File: src/rtl/trlf_pkg.sv
`default_nettype none

package trlf_pkg;

  // field widths
  localparam int AMT_W = 51;
  localparam int SUM_W = 64;

  // operation codes of an input item
  typedef enum logic [1:0] {
    OP_ADD_CLEAN = 2'd0,
    OP_ADD_TAINT = 2'd1,
    OP_ASSIGN    = 2'd2,
    OP_QUERY     = 2'd3
  } op_t;

  // result status codes
  typedef enum logic [1:0] {
    ST_OK   = 2'd0,
    ST_OVER = 2'd1,
    ST_FULL = 2'd2
  } st_t;

  // run memory read selection
  typedef enum logic [2:0] {
    RD_NONE = 3'd0,
    RD_LAST = 3'd1,
    RD_PREV = 3'd2,
    RD_WALK = 3'd3,
    RD_EMIT = 3'd4
  } rd_sel_t;

  // add step actions
  typedef enum logic [2:0] {
    ADD_NONE = 3'd0,
    ADD_EXT  = 3'd1,
    ADD_MRG  = 3'd2,
    ADD_PUSH = 3'd3,
    ADD_ZERO = 3'd4,
    ADD_FULL = 3'd5
  } add_t;

  // result register load selection
  typedef enum logic [1:0] {
    EMIT_NONE  = 2'd0,
    EMIT_RESP  = 2'd1,
    EMIT_RUN   = 2'd2,
    EMIT_SPLIT = 2'd3
  } emit_t;

  // commands from controller to datapath
  typedef struct packed {
    logic    load;
    rd_sel_t rd;
    add_t    add;
    logic    err_over;
    logic    walk_take;
    logic    walk_stop;
    logic    fin1;
    logic    fin2;
    logic    fin3;
    emit_t   emit;
    logic    commit;
    logic    push_zero;
  } dp_cmd_t;

  // status from datapath to controller
  typedef struct packed {
    op_t  op;
    logic cnt_zero;
    logic cnt_odd;
    logic cnt_one;
    logic cnt_full;
    logic rd_zero;
    logic over;
    logic walk_end;
    logic fits;
    logic taken_nz;
    logic taken_odd;
    logic split;
    logic k_last;
    logic out_free;
  } dp_sts_t;

endpackage

`default_nettype wire

File: src/rtl/trlf_ctrl.sv
`default_nettype none

module trlf_ctrl (
  input  wire logic              clk,
  input  wire logic              rst_n,
  input  wire logic              in_valid,
  output logic                   in_ready,
  input  wire trlf_pkg::dp_sts_t sts,
  output trlf_pkg::dp_cmd_t      cmd
);

  typedef enum logic [16:0] {
    S_IDLE     = 17'h00001,
    S_DISP     = 17'h00002,
    S_ADD_CHK  = 17'h00004,
    S_ADD_MRG  = 17'h00008,
    S_ADD_PSH2 = 17'h00010,
    S_RESP     = 17'h00020,
    S_W_RD     = 17'h00040,
    S_W_CHK    = 17'h00080,
    S_FIN1     = 17'h00100,
    S_FIN2     = 17'h00200,
    S_FIN3     = 17'h00400,
    S_EM_RD    = 17'h00800,
    S_EM_OUT   = 17'h01000,
    S_EM_SPLIT = 17'h02000,
    S_COMMIT   = 17'h04000,
    S_ASG_ZERO = 17'h08000,
    S_SPARE    = 17'h10000
  } state_t;

  state_t state_r, state_nxt;

  // state register
  always_ff @(posedge clk) begin
    if (!rst_n) begin
      state_r <= S_IDLE;
    end else begin
      state_r <= state_nxt;
    end
  end

  // sequencing and command decode
  always_comb begin
    state_nxt     = state_r;
    in_ready      = 1'b0;
    cmd.load      = 1'b0;
    cmd.rd        = trlf_pkg::RD_NONE;
    cmd.add       = trlf_pkg::ADD_NONE;
    cmd.err_over  = 1'b0;
    cmd.walk_take = 1'b0;
    cmd.walk_stop = 1'b0;
    cmd.fin1      = 1'b0;
    cmd.fin2      = 1'b0;
    cmd.fin3      = 1'b0;
    cmd.emit      = trlf_pkg::EMIT_NONE;
    cmd.commit    = 1'b0;
    cmd.push_zero = 1'b0;
    case (state_r)
      S_IDLE: begin
        in_ready = 1'b1;
        if (in_valid) begin
          cmd.load  = 1'b1;
          state_nxt = S_DISP;
        end
      end
      S_DISP: begin
        case (sts.op)
          trlf_pkg::OP_QUERY: begin
            state_nxt = S_RESP;
          end
          trlf_pkg::OP_ASSIGN: begin
            if (sts.over) begin
              cmd.err_over = 1'b1;
              state_nxt    = S_RESP;
            end else begin
              state_nxt = S_W_RD;
            end
          end
          default: begin
            // fetch the last run for either add when the ring is not empty
            if (!sts.cnt_zero) begin
              cmd.rd = trlf_pkg::RD_LAST;
            end
            state_nxt = S_ADD_CHK;
          end
        endcase
      end
      S_ADD_CHK: begin
        state_nxt = S_RESP;
        if (sts.op == trlf_pkg::OP_ADD_CLEAN) begin
          if (sts.cnt_odd) begin
            cmd.add = trlf_pkg::ADD_EXT;
          end else if (sts.cnt_zero) begin
            cmd.add = trlf_pkg::ADD_PUSH;
          end else if (sts.rd_zero) begin
            cmd.rd    = trlf_pkg::RD_PREV;
            state_nxt = S_ADD_MRG;
          end else if (sts.cnt_full) begin
            cmd.add = trlf_pkg::ADD_FULL;
          end else begin
            cmd.add = trlf_pkg::ADD_PUSH;
          end
        end else begin
          if (sts.cnt_odd) begin
            if (!sts.cnt_one && sts.rd_zero) begin
              cmd.rd    = trlf_pkg::RD_PREV;
              state_nxt = S_ADD_MRG;
            end else if (sts.cnt_full) begin
              cmd.add = trlf_pkg::ADD_FULL;
            end else begin
              cmd.add = trlf_pkg::ADD_PUSH;
            end
          end else if (sts.cnt_zero) begin
            // empty ring: leading zero clean run first
            cmd.add   = trlf_pkg::ADD_ZERO;
            state_nxt = S_ADD_PSH2;
          end else begin
            cmd.add = trlf_pkg::ADD_EXT;
          end
        end
      end
      S_ADD_MRG: begin
        cmd.add   = trlf_pkg::ADD_MRG;
        state_nxt = S_RESP;
      end
      S_ADD_PSH2: begin
        cmd.add   = trlf_pkg::ADD_PUSH;
        state_nxt = S_RESP;
      end
      S_RESP: begin
        if (sts.out_free) begin
          cmd.emit  = trlf_pkg::EMIT_RESP;
          state_nxt = S_IDLE;
        end
      end
      S_W_RD: begin
        if (sts.walk_end) begin
          state_nxt = S_FIN1;
        end else begin
          cmd.rd    = trlf_pkg::RD_WALK;
          state_nxt = S_W_CHK;
        end
      end
      S_W_CHK: begin
        if (sts.fits) begin
          cmd.walk_take = 1'b1;
          state_nxt     = S_W_RD;
        end else begin
          cmd.walk_stop = 1'b1;
          state_nxt     = S_FIN1;
        end
      end
      S_FIN1: begin
        cmd.fin1  = 1'b1;
        state_nxt = S_FIN2;
      end
      S_FIN2: begin
        cmd.fin2  = 1'b1;
        state_nxt = S_FIN3;
      end
      S_FIN3: begin
        cmd.fin3 = 1'b1;
        if (sts.taken_nz) begin
          state_nxt = S_EM_RD;
        end else if (sts.split) begin
          state_nxt = S_EM_SPLIT;
        end else begin
          state_nxt = S_RESP;
        end
      end
      S_EM_RD: begin
        cmd.rd    = trlf_pkg::RD_EMIT;
        state_nxt = S_EM_OUT;
      end
      S_EM_OUT: begin
        if (sts.out_free) begin
          cmd.emit = trlf_pkg::EMIT_RUN;
          if (!sts.k_last) begin
            state_nxt = S_EM_RD;
          end else if (sts.split) begin
            state_nxt = S_EM_SPLIT;
          end else begin
            state_nxt = S_COMMIT;
          end
        end
      end
      S_EM_SPLIT: begin
        if (sts.out_free) begin
          cmd.emit  = trlf_pkg::EMIT_SPLIT;
          state_nxt = S_COMMIT;
        end
      end
      S_COMMIT: begin
        cmd.commit = 1'b1;
        state_nxt  = sts.taken_odd ? S_ASG_ZERO : S_IDLE;
      end
      S_ASG_ZERO: begin
        cmd.push_zero = 1'b1;
        state_nxt     = S_IDLE;
      end
      default: begin
        state_nxt = S_IDLE;
      end
    endcase
  end

endmodule

`default_nettype wire

File: config.mk
export PLATFORM = sky130hd
export DESIGN_NAME = trlf_ctrl
export DESIGN_NICKNAME = d
export VERILOG_FILES = /design/src/rtl/trlf_pkg.sv /design/src/rtl/trlf_ctrl.sv
export SDC_FILE = /design/constraint.sdc
export NUM_CORES = 1
export LEC_CHECK = 0
export BUFFER_PORTS_ARGS = -buffer_cell sky130_fd_sc_hd__buf_2
export CAP_MARGIN = 20
export CORE_UTILIZATION = 41
export CTS_BUF_LIST = sky130_fd_sc_hd__clkbuf_4 sky130_fd_sc_hd__clkbuf_8
export DETAILED_ROUTE_END_ITERATION = 6
export MAX_ROUTING_LAYER = met4
export PLACE_DENSITY = 0.64
export SYNTH_ARGS = -nofsm -noshare
export SYNTH_HDL_FRONTEND = slang
export SYNTH_SLANG_ARGS = --single-unit
File: constraint.sdc
create_clock -name clk -period 2.25 [get_ports clk]
set_input_delay 0.45 -clock clk [delete_from_list [all_inputs] [get_ports clk]]
set_output_delay 0.45 -clock clk [all_outputs]
set_load 0.02 [all_outputs]
==> out/qor.yml, run 1 <==
outcome:
  status: "finished, violations left"
  violations: "negative setup slack"
job:
  max_cap_violations: 0
clock_tree:
  cts_sinks: 16
  cts_max_path_buffers: 2
  numCtsBuffers: 3
  cts-htree-levels: 1
  clock_latency_ns: 0.29
  ctsHoldBuffers: 0
  clock-root-buffer: "clkbuf_4"
  clkTransAtPathRegs_ns: 0.11
  tritoncts: "done"
synth:
  yosys_warnings: 0
  synthCells: 151
  yosysUniqueCellTypes: 49
  async_reset_ff_frac: 0
  synth_seq_cells: 16
  ys.flop_type: "dfxtp_1"
  synth_edf_count: 0
  syn_nets: 169
  ys_seq_area_frac: 0.262
  postSynthAreaPerCell_um2: 8.09
  synth_top_area_cell: "dfxtp_1"
  yosysMostFrequentCell: "nor2_1"
  synth_top_area_frac: 0.262
  synth_area_um2: 1220
  synthTopCellsByArea: "dfxtp_1 26%, nor2_1 5.8%, nor3b_1 3.7%, a21oi_1 3.3%, nand2b_1 3.1%"
  synth_common_cells: "19 x nor2_1, 16 x dfxtp_1, 8 x a21oi_1"
placement:
  placed_cells: 234
  hpwlAfterDp_mm: 3.06
  gp_congestion: 0.948
  dp_slack_ns: 0.0716
  numPortBuffers: 35
finish:
  top_register: "state_r"
  drive_gt1_frac: 0.527
  largest_reg_flops: 16
  reg_top3: "state_r: 16 flops"
  final_net_count: 244
  layout.cells.non_filler: 255
  syn_to_final_growth_pct: 60.2
  diodes: 0
global_routing:
  grt_pass1_wl_mm: 6.82
  grt_pass1_vias: 1456
  overflow: 0
  grt_max_degree: 9
  antenna_found_initial: 0
  track_usage: 0.283
critical_path:
  cpPeakStageDelay_ns: 0.58
  cp_data_arrival_time_ns: 2.02
  worst_path_max_delay_cell: "or4_4"
  critPathMaxFanout: 5
  critical_path_class: "flop to output pin"
  cp-end-kind: "output pin"
  path_cells: "or4_4 -> nor2_4 -> nand4_1 -> o22ai_1 -> buf_4"
  cp-start-kind: "flop"
  cp_data_required_time_ns: 1.80
timing:
  setup_ws_ns: -0.220
  skew_ns: 0.00719
  rsz0062_at_grt: "true"
  slew_viol_final: 0
  fmaxAchievable_ghz: 0.405
  period_share: 1.10
  worst_pin_slew_ns: 0.453
  max_slew_margin: 0.698
  final_hold_viol_count: 0
  fin_crit_ns: 2.47
  setup_viol: 12
drt:
  avgRoutedWirePerCell_um: 17.7
  drtIter0Drc: 147
  drc_errors: 0
  vias: 1575
  viasPerCell: 6.18
  ant_nets: 0
  dr.pass1.iters: 4
  wl_mm: 4.51
floorplan:
  fp-row-count: 19
  start_util: 0.439
  chipWidth_um: 56.6
  ios: 36
  die_y_um: 56.6
  core_area_um2: 2780
  die-area_um2: 3200
power:
  ir_drop_uv: 299
  cellLeakagePower_nw: 0.838
  powerDensity_nw_per_um2: 337
hold_path:
  hp-class: "input port to flop"
## worst max-delay path, delay by kind of cell (launching register included)
| family | cells | cell delay, ns |
|---|---|---|
| simple gates | 3 | 0.99 |
| compound gates | 1 | 0.23 |
| buf+inv | 1 | 0.17 |
| flops | 1 | 0.33 |
## placed cells by master, fill, tap and decap left out, drive strengths merged
cell | netlist | routed
a2111oi | 1 | 1
a211oi | 2 | 2
a21oi | 8 | 8
a221oi | 1 | 1
a31o | 1 | 1
and2 | 4 | 4
and3 | 3 | 3
and3b | 1 | 1
buf | 1 | 73
clkbuf | 2 | 3
dfxtp | 16 | 16
inv | 5 | 5
nand2 | 6 | 6
nand2b | 6 | 6
nand3 | 5 | 5
nand3b | 4 | 4
nand4 | 5 | 5
nand4b | 3 | 3
nor2 | 20 | 20
nor2b | 2 | 2
nor3 | 8 | 8
nor3b | 7 | 7
nor4 | 10 | 10
nor4b | 1 | 1
o2111a | 1 | 1
o21a | 1 | 1
o21ai | 6 | 6
o221ai | 2 | 2
o22a | 1 | 1
o22ai | 3 | 3
o31a | 2 | 2
o32ai | 1 | 1
o41ai | 2 | 2
or2 | 2 | 2
or3 | 3 | 3
or4 | 1 | 1
xnor2 | 1 | 1
xor2 | 3 | 3
## where the power goes
| part | switching (mW) | internal, mW |
|---|---|---|
| combinational | 0.111 | 0.0916 |
| sequential | 0.00746 | 0.287 |
| clock | 0.101 | 0.0622 |
## worst paths after layout
check | slack, ns | startpoint | cells past startpoint | end
max reg2reg | 0.01 | state_r[5] | 7 | state_r[13]
max | -0.22 | state_r[5] | 5 | cmd[11]
min | 0.39 | sts[14] | 2 | state_r[2]
min reg2reg | 0.69 | state_r[9] | 3 | state_r[10]
## stage by stage
| stage | TNS, ns | hold slack [ns] | area (um^2) | utilization | power [mW] |
|---|---|---|---|---|---|
| after floorplan | 0 | 0.528 | 1220 | - | 0.394 |
| after global placement | 0 | 0.637 | 1570 | 0.565 | 0.459 |
| after detailed placement | 0 | 0.666 | 1570 | 0.565 | 0.459 |
| after CTS | -1.01 | 0.387 | 1790 | 0.645 | 0.620 |
| after global routing | -2.66 | 0.369 | 1960 | 0.704 | 0.691 |
| final | -1.61 | 0.388 | 1960 | 0.704 | 0.660 |
## repair_timing
action / CTS / global route
gates resized for setup: 29 / 32
setup buffers: 12 / 6
pin swaps: 18 / 10
endpoints found under the setup margin: 17 / 18
## kinds of logic (layout without fill, tap and decap cells)
group                  count (synthesis)  after routing  share of synthesized area
AO/OA/AOI/OAI                         32             32                      0.204
XOR/XNOR                               4              4                     0.0287
flip-flops                            16             16                      0.262
buffers and inverters                  8             81                     0.0256
AND/OR/NAND/NOR                       91             91                      0.480
## layout make-up
type	count	area [um^2]
Sequential cell	16	335
Clock buffer	3	22.5
Multi-Input combinational cell	127	1020
Tap cell	31	38.8
Fill cell	205	825
Inverter	5	18.8
Timing Repair Buffer	73	524
## routing by layer
layer,up-vias,part of all wire,wire length (um),track usage
met2,89,0.48,2160,0.461
met3,14,0.081,364,0.0346
met4,0,0.019,87,0.0767
met1,738,0.42,1910,0.372
li1,734,-,-,-
met5,-,0,0,-
(Power assumes the default switching activity.)
==> run 2: changes to the inputs <==
--- a/config.mk
+++ b/config.mk
@@ -7,11 +7,11 @@
 export LEC_CHECK = 0
 export BUFFER_PORTS_ARGS = -buffer_cell sky130_fd_sc_hd__buf_2
 export CAP_MARGIN = 20
-export CORE_UTILIZATION = 41
+export CORE_UTILIZATION = 43
 export CTS_BUF_LIST = sky130_fd_sc_hd__clkbuf_4 sky130_fd_sc_hd__clkbuf_8
 export DETAILED_ROUTE_END_ITERATION = 6
 export MAX_ROUTING_LAYER = met4
-export PLACE_DENSITY = 0.64
+export PLACE_DENSITY = 0.66
 export SYNTH_ARGS = -nofsm -noshare
 export SYNTH_HDL_FRONTEND = slang
 export SYNTH_SLANG_ARGS = --single-unit
==> out/qor.yml, run 2 (same netlist as run 1, synthesis figures left out) <==
outcome:
  violations: "negative setup slack"
  status: "finished, violations left"
finish:
  layout.cells.most_common_list: "45 x buf_4, 20 x buf_2, 19 x nor2_1, 11 x buf_6, 8 x dfxtp_1"
  stdcell_area_um2: 2060  # +5.2%
  largest_reg_flops: 16  # unchanged
  top_register: "state_r"
  final_common_cell: "buf_4"
  drive_gt1_frac: 0.544  # +0.0171
  layout.cells.non_filler: 258  # +1.2%
  final_net_count: 248  # +1.6%
  diodes: 0  # unchanged
  reg_top3: "state_r: 16 flops"
  syn_to_final_growth_pct: 68.5
critical_path:
  cp_data_arrival_time_ns: 2.01  # about the same
  path_buf_inv: 1  # unchanged
  r2r-start: "state_r[5]"
  reg2reg_depth: 13  # +6
  critical_path_class: "flop to output pin"
  cp-end-kind: "output pin"
  cp-start-kind: "flop"
  worst_path_max_delay_cell: "or4_4"
  cp.depth: 5  # unchanged
  cp_data_required_time_ns: 1.80  # about the same
  critPathMaxFanout: 5  # unchanged
  timing.rr.end: "state_r[12]"
  cp_top_family: "simple AND/OR/NAND/NOR gates"
  cpPeakStageDelay_ns: 0.60  # +0.02 ns
  r2r_setup_slack_ns: -0.13  # -0.14 ns
  path_cells: "or4_4 -> nor2_4 -> nand4_1 -> o21ai_1 -> buf_4"
clock_tree:
  clock-root-buffer: "clkbuf_4"
  cts_max_path_buffers: 2  # unchanged
  clock_latency_ns: 0.29  # about the same
  tritoncts: "done"
  numCtsBuffers: 3  # unchanged
  cts-htree-levels: 1  # unchanged
  cts_sinks: 16  # unchanged
  ctsHoldBuffers: 0  # unchanged
  clkTransAtPathRegs_ns: 0.09  # -0.02 ns
power:
  p_sw_frac: 0.319  # -0.0140
  switching_power_mw: 0.209  # -4.8%
  p_int_mw: 0.447  # +1.5%
  pwr-share-clk: 0.225  # -0.023
  ir_drop_uv: 421  # +41%
  powerDensity_nw_per_um2: 319  # -5.5%
  cellLeakagePower_nw: 0.859  # +2.5%
  pwr-share-seq: 0.450  # +0.004
  combPwrFrac: 0.325  # +0.018
timing:
  fin_crit_ns: 2.46  # -0.0130 ns
  max_slew_margin: 0.705  # +0.00780
  setup_viol: 15  # +3
  period_share: 1.09  # -0.00578
  setup_ws_ns: -0.207  # +0.0130 ns
  worst_pin_slew_ns: 0.441  # -0.0117 ns
  fmaxAchievable_ghz: 0.407  # +0.53%
  slew_viol_final: 0  # unchanged
  rsz0062_at_grt: "true"
  skew_ns: 0.00612  # -0.00107 ns
  final_hold_viol_count: 0  # unchanged
drt:
  drc_errors: 0  # unchanged
  ant_nets: 0  # unchanged
  drtIter0Drc: 104  # -29%
  vias: 1611  # +2.3%
  dr.pass1.iters: 4  # unchanged
  avgRoutedWirePerCell_um: 18.2  # +2.9%
  wl_mm: 4.70  # +4.1%
  viasPerCell: 6.24  # +1.1%
floorplan:
  start_util: 0.471  # +0.0325
  chipWidth_um: 55.3  # -2.3%
  fp-row-count: 18  # -1
  ios: 36  # unchanged
  die_y_um: 55.3  # -2.3%
  core_area_um2: 2590  # -6.9%
  die-area_um2: 3060  # -4.5%
placement:
  gp_congestion: 0.878  # -7.4%
  hpwlAfterDp_mm: 2.78  # -9.0%
  dp_slack_ns: 0.0965  # +0.0248 ns
  numPortBuffers: 35  # unchanged
  placed_cells: 225  # -3.8%
  place_area_um2: 1510  # -3.9%
job:
  max_cap_violations: 0  # unchanged
global_routing:
  grt_max_degree: 9  # unchanged
  overflow: 0  # unchanged
  antenna_found_initial: 0  # unchanged
  grt_pass1_wl_mm: 6.47  # -5.2%
  grt_pass1_vias: 1389  # -4.6%
  track_usage: 0.271  # -0.0126
hold_path:
  hp-class: "input port to flop"
  holdPathEnd: "state_r[2]"
  hold_depth: 2  # unchanged
  min_from: "sts[14]"
-- run 2: worst max path at each step --
stage,startpoint,end,slack (ns)
6_report,state_r[5],cmd[14],-0.21
5_1_grt,state_r[5],cmd[14],-0.29
4_1_cts,state_r[5],cmd[11],-0.12
3_5_place_dp,state_r[4],cmd[10],0.1
3_3_place_gp,sts[13],cmd[10],0.12
2_1_floorplan,state_r[4],cmd[14],0.01
-- run 2: timing repair --
item	CTS	global route
endpoints found under the setup margin	14	23
pin swaps	16	9
gates resized for setup	29	41
buffers inserted	23	7
-- run 2: worst register-to-register path, delay by kind of cell (launching register included) --
family	cells	cell delay, ns
AO/OA/AOI/OAI	1	0.04
flip-flops	1	0.32
buffers and inverters	7	0.70
AND/OR/NAND/NOR	5	1.26
-- run 2: cell type report --
cell class / instances / area [um^2]
Inverter: 5 / 18.8
Multi-Input combinational cell: 127 / 1060
Sequential cell: 16 / 333
Fill cell: 175 / 532
Clock buffer: 3 / 22.5
Tap cell: 30 / 37.5
Timing Repair Buffer: 77 / 582
-- run 2: power by group through the flow --
stage	sequential (mW)	combinational [mW]	clock, mW
floorplan	0.300	0.0941	0
global placement	0.302	0.147	0
detailed placement	0.302	0.148	0
CTS	0.294	0.178	0.155
global route	0.296	0.227	0.163
finish	0.295	0.214	0.148
-- run 2: stage by stage --
stage | util | total power, mW | setup TNS (ns) | hold WS [ns]
after floorplan | - | 0.394 | 0 | 0.528
after global placement | 0.584 | 0.449 | 0 | 0.652
after detailed placement | 0.584 | 0.450 | 0 | 0.664
after CTS | 0.699 | 0.627 | -0.733 | 0.375
after global routing | 0.795 | 0.685 | -3.36 | 0.390
final | 0.795 | 0.656 | -1.88 | 0.400
-- run 2: layer usage --
metal / track usage / wire length (um) / up-vias / part of all wire
li1: - / - / 738 / -
met1: 0.356 / 1910 / 771 / 0.41
met2: 0.439 / 2290 / 91 / 0.49
met3: 0.0539 / 428 / 11 / 0.091
met4: 0.0429 / 78 / 0 / 0.017
met5: - / 0 / - / 0
==> run 3: changes to the inputs <==
--- a/config.mk
+++ b/config.mk
@@ -5,6 +5,7 @@
 export SDC_FILE = /design/constraint.sdc
 export NUM_CORES = 1
 export LEC_CHECK = 0
+export ABC_AREA = 1
 export BUFFER_PORTS_ARGS = -buffer_cell sky130_fd_sc_hd__buf_2
 export CAP_MARGIN = 20
 export CORE_UTILIZATION = 43
==> out/qor.yml, run 3 <==
timing:
  final_hold_viol_count: 0  # unchanged
  fmaxAchievable_ghz: 0.466  # +15%
  slew_viol_final: 0  # unchanged
  whs_ns: 0.372  # -0.0278 ns
  setup_viol: 0  # -15
  setup_ws_ns: 0.106  # +0.313 ns
  setup_tns_ns: 0  # +1.88 ns
  fin_crit_ns: 2.14  # -0.313 ns
  worst_pin_slew_ns: 0.453  # +0.0118 ns
  max_slew_margin: 0.698  # -0.00765
  skew_ns: 0.00292  # -0.00320 ns
  period_share: 0.953  # -0.139
clock_tree:
  cts-htree-levels: 1  # unchanged
  cts_sinks: 16  # unchanged
  clock_latency_ns: 0.29  # about the same
  tritoncts: "done"
  numCtsBuffers: 3  # unchanged
  ctsHoldBuffers: 0  # unchanged
  clock-root-buffer: "clkbuf_4"
  cts_max_path_buffers: 2  # unchanged
  clkTransAtPathRegs_ns: 0.10  # about the same
critical_path:
  cp-start-kind: "flop"
  r2r_setup_slack_ns: 0.59  # +0.72 ns
  timing.rr.end: "state_r[0]"
  reg2reg_depth: 12  # -1
  r2r-start: "state_r[15]"
  critPathMaxFanout: 4  # -1
  cp-end-kind: "output pin"
  critical_path_class: "flop to output pin"
  cp_data_arrival_time_ns: 1.69  # -0.32 ns
  cp_data_required_time_ns: 1.80  # about the same
hold_path:
  hold_depth: 2  # unchanged
  hp-class: "input port to flop"
  holdPathEnd: "state_r[2]"
  min_from: "sts[14]"
floorplan:
  start_util: 0.452  # -0.0193
  die-area_um2: 3090  # +1.2%
  ios: 36  # unchanged
  fp-row-count: 19  # +1
  core_area_um2: 2730  # +5.6%
  chipWidth_um: 55.6  # +0.59%
  die_y_um: 55.6  # +0.59%
synth:
  synthTopCellsByArea: "dfxtp_1 26%, nand2_1 14%, nor2_1 13%, inv_1 10%, nand3_1 6.1%"
  ys.flop_type: "dfxtp_1"
  synth_seq_cells: 16  # unchanged
  yosysUniqueCellTypes: 28  # -43%
  postSynthAreaPerCell_um2: 5.89  # -27%
  yosys_warnings: 0  # unchanged
  synth_top_area_cell: "dfxtp_1"
  synth_area_um2: 1240  # +1.2%
  synthCells: 210  # +39%
  synth_top_area_frac: 0.259  # -0.00319
  yosysMostFrequentCell: "nand2_1"
  synth_edf_count: 0  # unchanged
  syn_nets: 228  # +35%
  synth_common_cells: "46 x nand2_1, 43 x nor2_1, 34 x inv_1"
  ys_seq_area_frac: 0.259  # -0.00319
  async_reset_ff_frac: 0  # unchanged
finish:
  drive_gt1_frac: 0.279  # -0.265
  stdcell_area_um2: 1520  # -26%
  reg_top3: "state_r: 16 flops"
  layout.cells.most_common_list: "46 x nand2_1, 40 x nor2_1, 35 x buf_2, 34 x inv_1, 16 x dfxtp_1"
  final_common_cell: "nand2_1"
  layout.cells.non_filler: 282  # +9.3%
  syn_to_final_growth_pct: 23.2
  top_register: "state_r"
  final_net_count: 270  # +8.9%
  largest_reg_flops: 16  # unchanged
  diodes: 0  # unchanged
  final_util: 0.557  # -0.238
drt:
  dr.pass1.iters: 6  # +2
  avgRoutedWirePerCell_um: 10.5  # -42%
  drc_errors: 0  # unchanged
  ant_nets: 0  # unchanged
  wl_mm: 2.96  # -37%
  drtIter0Drc: 67  # -36%
  vias: 1358  # -16%
  viasPerCell: 4.82  # -23%
placement:
  place_area_um2: 1440  # -4.6%
  dp_slack_ns: 0.338  # +0.241 ns
  numPortBuffers: 35  # unchanged
  placed_cells: 275  # +22%
  hpwlAfterDp_mm: 2.34  # -16%
  gp_congestion: 0.824  # -6.1%
global_routing:
  grt_max_degree: 14  # +5
  overflow: 0  # unchanged
  antenna_found_initial: 0  # unchanged
  grt_pass1_vias: 1181  # -15%
  track_usage: 0.204  # -0.0665
  grt_pass1_wl_mm: 4.96  # -23%
power:
  powerDensity_nw_per_um2: 404  # +27%
  power_mw: 0.615  # -6.3%
  ir_drop_uv: 275  # -35%
  cellLeakagePower_nw: 0.860  # about the same
job:
  max_cap_violations: 0  # unchanged
outcome:
  status: "finished clean"
==> run 3: cell families (layout without fill, tap and decap cells) <==
kind of cell,after synthesis,count (layout),share of synthesized area
flops,16,16,0.259
compound gates,21,21,0.102
buf+inv,39,79,0.124
simple gates,134,135,0.514
==> run 3: report_power, final <==
part	internal (mW)	switching, mW
combinational	0.0440	0.0802
clock	0.0987	0.0991
sequential	0.287	0.00520
total	0.430	0.185
==> run 3: area by class of cell <==
| type | count | area (um^2) |
|---|---|---|
| Inverter | 37 | 139 |
| Clock buffer | 4 | 36.3 |
| Timing Repair Buffer | 38 | 198 |
| Sequential cell | 16 | 320 |
| Tap cell | 31 | 38.8 |
| Fill cell | 280 | 1210 |
| Multi-Input combinational cell | 156 | 791 |
==> run 3: repair_timing <==
item,in CTS,in global routing
resized for setup,0,6
setup buffers,0,2
setup endpoints to repair,0,8
==> run 3: worst max path at each step <==
stage | start | to | slack [ns] | cells after the start
floorplan | state_r[8] | cmd[9] | 0.26 | 6
global placement | state_r[8] | cmd[10] | 0.37 | 7
detailed placement | state_r[8] | cmd[11] | 0.34 | 6
CTS | state_r[9] | cmd[11] | 0.008 | 6
global route | state_r[15] | cmd[10] | -0.01 | 7
finish | state_r[6] | cmd[11] | 0.11 | 6
==> run 3: layer usage <==
metal	global-route usage	share of wire
met2	0.299	0.44
met3	0.0302	0.059
met1	0.290	0.49
met5	-	0
met4	0.0643	0.014
==> run 3: worst max-delay path, stage by stage (launching register included) <==
cell and delay [ns]:
dfxtp_1 0.33, nor2_2 0.18, nand2_2 0.18, nor2_4 0.17, nand2_2 0.09, o31ai_1 0.25, buf_2 0.20
